### src/sv/dpu_pkg.sv
package dpu_pkg;

	localparam int unsigned WORD_W   = 32;
	localparam int unsigned STEP_W   = 16;
	localparam int unsigned PROD_W   = WORD_W + STEP_W + 1;
	localparam int unsigned LANES    = 3;
	localparam int unsigned TDATA_W  = 2 * WORD_W + 3 * LANES * WORD_W;
	localparam int unsigned CFG_IDX_W = 4;

	// register indexes on the configuration channel
	localparam logic [CFG_IDX_W-1:0] REG_TIME_STEP    = 4'd0;
	localparam logic [CFG_IDX_W-1:0] REG_GRAVITY      = 4'd1;
	localparam logic [CFG_IDX_W-1:0] REG_DRAG_FACTOR  = 4'd2;
	localparam logic [CFG_IDX_W-1:0] REG_SPIN_DAMPING = 4'd3;

	localparam logic [STEP_W-1:0] TIME_STEP_RST    = 16'd1049;
	localparam logic [WORD_W-1:0] GRAVITY_RST      = 32'd0;
	localparam logic [STEP_W-1:0] DRAG_FACTOR_RST  = 16'd32113;
	localparam logic [STEP_W-1:0] SPIN_DAMPING_RST = 16'd31130;

	typedef struct packed {
		logic [STEP_W-1:0] time_step;
		logic [WORD_W-1:0] gravity;
		logic [STEP_W-1:0] drag_factor;
		logic [STEP_W-1:0] spin_damping;
	} dpu_cfg_t;

	typedef logic [LANES-1:0][WORD_W-1:0] vec3_t;
	typedef logic [LANES-1:0][PROD_W-1:0] prod3_t;

	typedef struct packed {
		logic              alive;
		logic [WORD_W-1:0] age;
		logic [WORD_W-1:0] lifetime;
		vec3_t             vel;
		vec3_t             pos;
		vec3_t             spin;
	} rec_t;

	function automatic logic [WORD_W-1:0] sat32(input logic signed [WORD_W+1:0] v);
		if (v > 34'sh0_7FFF_FFFF)
			return 32'h7FFF_FFFF;
		else if (v < -34'sh0_8000_0000)
			return 32'h8000_0000;
		else
			return v[WORD_W-1:0];
	endfunction

	// signed word times unsigned Q.16 / Q1.15 factor
	function automatic logic signed [PROD_W-1:0] mul_su(input logic signed [WORD_W-1:0] a,
			input logic [STEP_W-1:0] f);
		logic signed [STEP_W:0] fs;
		fs = {1'b0, f};
		return PROD_W'(a) * PROD_W'(fs);
	endfunction

	// floor(p / 2^15) then clamp
	function automatic logic [WORD_W-1:0] shift_sat15(input logic signed [PROD_W-1:0] p);
		logic signed [PROD_W-1:0] sh;
		sh = p >>> 15;
		return sat32(sh[WORD_W+1:0]);
	endfunction

	// a + floor(p / 2^16), clamped
	function automatic logic [WORD_W-1:0] add_sat16(input logic signed [WORD_W-1:0] a,
			input logic signed [PROD_W-1:0] p);
		logic signed [PROD_W-1:0] sh;
		logic [WORD_W+1:0] s;
		sh = p >>> 16;
		s = {{2{a[WORD_W-1]}}, a} + {sh[WORD_W], sh[WORD_W:0]};
		return sat32(s);
	endfunction

endpackage

### src/sv/dpu_cfg_regs.sv
module dpu_cfg_regs import dpu_pkg::*; (
	input  logic                 clk,
	input  logic                 arst_n,
	input  logic                 wr_en,
	input  logic [CFG_IDX_W-1:0] wr_index,
	input  logic [WORD_W-1:0]    wr_data,
	output dpu_cfg_t             cfg
);

	dpu_cfg_t cfg_q;

	always_ff @(posedge clk or negedge arst_n) begin
		if (!arst_n) begin
			cfg_q.time_step    <= TIME_STEP_RST;
			cfg_q.gravity      <= GRAVITY_RST;
			cfg_q.drag_factor  <= DRAG_FACTOR_RST;
			cfg_q.spin_damping <= SPIN_DAMPING_RST;
		end else if (wr_en) begin
			unique case (wr_index)
				REG_TIME_STEP:    cfg_q.time_step    <= wr_data[STEP_W-1:0];
				REG_GRAVITY:      cfg_q.gravity      <= wr_data;
				REG_DRAG_FACTOR:  cfg_q.drag_factor  <= wr_data[STEP_W-1:0];
				REG_SPIN_DAMPING: cfg_q.spin_damping <= wr_data[STEP_W-1:0];
				default: ;
			endcase
		end
	end

	assign cfg = cfg_q;

endmodule

### config.mk
export PLATFORM = sky130hd
export DESIGN_NAME = dpu_cfg_regs
export DESIGN_NICKNAME = d
export VERILOG_FILES = /design/src/sv/dpu_pkg.sv /design/src/sv/dpu_cfg_regs.sv
export SDC_FILE = /design/constraint.sdc
export NUM_CORES = 1
export LEC_CHECK = 0
export BUFFER_PORTS_ARGS = -buffer_cell sky130_fd_sc_hd__buf_2
export CAP_MARGIN = 30
export CORE_MARGIN = 3
export CORE_UTILIZATION = 40
export CTS_BUF_LIST = sky130_fd_sc_hd__clkbuf_8
export DETAILED_ROUTE_END_ITERATION = 16
export PLACE_DENSITY = 0.7
export SYNTH_ARGS = -nofsm -noshare
export SYNTH_HDL_FRONTEND = slang
export SYNTH_SLANG_ARGS = --single-unit
### constraint.sdc
create_clock -name clk -period 0.8 [get_ports clk]
set_input_delay 0 -clock clk [delete_from_list [all_inputs] [get_ports clk]]
set_output_delay 0 -clock clk [all_outputs]
set_load 0.02 [all_outputs]
==> qor.yml <==
wl_mm: 10.2
avgSynthCellArea_sq_um: 17.8
fin_cells: 482
cts_max_level: 3
syn_area_sq_um: 3080
first_global_vias: 2589
vdd_drop_max_v: 0.00156
synth_largest_area_cell: "dfrtp_1"
cp_slowest_cell: "dfstp_2"
worstPathCellList: "buf_6"
tightestPinTransition_ns: 0.302
violations: "setup timing"
final_common_cell: "buf_6"
cp-end-kind: "output pin"
nFillCells: 401
drc: 0
cts_sinks: 80
cpPeakStageDelay_ns: 0.58
drv_slew: 0
overflow: 0
power_density_nw_per_um2: 2760
gp_routability_congestion: 0.694
largest_reg_flops: 80
r2r_cells: 2
final_util_pct: 76.5
numCtsBuffers: 9
first_pass_iters: 4
grt_usage_pct: 21.6
cp_num_buf_inv: 1
p_leak_nw: 2.69
drive_gt1_share_pct: 77.5
clk_latency_ns: 0.34
die_h_um: 93.7
hpwl_mm: 5.10
final-setup-viol-count: 118
min_period_ns: 1.07
area_growth_pct: 83.2
vias: 2292
synth_seq_area_share_pct: 66.0
crit_type: "flip-flop to output pin"
final.setup.tns_ns: -13.81
rsz0062_at_grt: "yes"
worstSetupPathDepth: 1
rows: 31
ys_warn_count: 0
syn-num-nets: 212
crit_arrival_ns: 1.07
synth_top_area_share_pct: 46.4
grt_max_degree: 23
portBuffers: 118
maxCapViolations: 0
antenna_left: 0
postLayoutSetupSlackWorst_ns: -0.266
ys_types: 12
wire_per_inst_um: 21.2
fin_crit_sh_pct: 133
viasPerCell: 4.76
dp.cells: 399
antenna_found_initial: 1
fmax_mhz: 938
cp.required_ns: 0.80
cpLargestDelayFamily: "flip-flops"
start_util_pct: 41.7
first_iter_violations: 65
status: "complete, but fails checks"
nets: 416
hp-class: "primary input to async pin"
slew_headroom_pct: 79.9
synthCells: 173
hold_violations: 0
clock_skew_ns: 0
coreArea_sq_um: 7370
io-pin-count: 119
clkTransAtPathRegs_ns: 0.10
yosys-top-cells-area: "dfrtp_1, mux2_2, dfstp_2"
cts_buffer_depth: 2
cts-root-buf: "clkbuf_8"
cts_tree: "done"
grt_pass1_wl_mm: 14.0
setup.worst_path.start_class: "flip-flop"
die_w_um: 93.7
final_cell_mix: "buf_6, dfrtp_1, mux2_4, buf_2, dlygate4sd3_1"
design.die.area_sq_um: 8780
ys_ff_latch: 80
crit_path_max_fanout: 2
final timing paths:
check	from	end	slack (ns)
min in group clk	wr_index[0]	cfg[12]	0.23
setup reg to reg	cfg[56]	cfg[56]	-0.15
setup / recovery	cfg[30]	cfg[30]	-0.27
max in group asynchronous	arst_n	cfg[14]	0.19
hold reg to reg	cfg[71]	cfg[71]	0.53
hold / removal	arst_n	cfg[57]	0.1
timing repair:
action,4_1_cts,5_1_grt
gates cloned,3,2
endpoints found under the hold margin,153,0
resized for setup,173,21
buffers inserted,24,4
endpoints found under the setup margin,102,130
pin swaps,2,2
hold buffers,33,0
logic make-up after synthesis:
family | after synthesis | synth area share [%]
buffers and inverters | 8 | 2.60
flip-flops | 80 | 66.0
multiplexers | 80 | 29.4
AND/OR/NAND/NOR | 5 | 1.99
per-layer routing:
layer | global-route usage, % | share of wire (%) | routed length (um)
met5 | 0 | 0 | 0
met4 | 6.02 | 1.2 | 123
met3 | 7.05 | 6.5 | 666
met2 | 37.6 | 53 | 5360
met1 | 25.5 | 40 | 4050
final cells by class:
type / count / area, sq um / share of cell area [%]
antenna: 1 / 2.50 / 0.0444
clock buffer: 10 / 138 / 2.44
clock inverter: 6 / 108 / 1.91
multi-input combinational: 85 / 1150 / 20.4
sequential: 80 / 2040 / 36.1
tap: 99 / 124 / 2.20
timing repair buffer: 201 / 2080 / 36.9
stage by stage:
| step | instance area, sq um | hold WS [ns] | total power [mW] | setup WS (ns) |
|---|---|---|---|---|
| after floorplan | 3260 | -0.296 | 8.10 | -0.232 |
| after global placement | 4080 | -0.0903 | 9.44 | -0.384 |
| after detailed placement | 4080 | -0.0935 | 9.56 | -0.406 |
| after CTS | 5480 | 0.0652 | 15.1 | -0.234 |
| after global routing | 5640 | 0.0731 | 16.1 | -0.293 |
| final | 5640 | 0.0961 | 15.5 | -0.266 |
synth_stat cells:
cell type	number
and4bb_2	1
buf_4	1
buf_6	6
dfrtp_1	57
mux2_2	79
mux2_4	1
clkbuf_2	1
nor2_4	1
dfstp_2	23
and4b_1	1
nand4b_2	1
nand4_2	1
power by group:
part	switching, mW	leakage (nW)	internal [mW]
clock network	1.50	0.128	2.16
logic	2.33	1.63	3.50
registers	0.844	0.934	5.20
total	4.68	2.69	10.9
(Power assumes the default switching activity.)
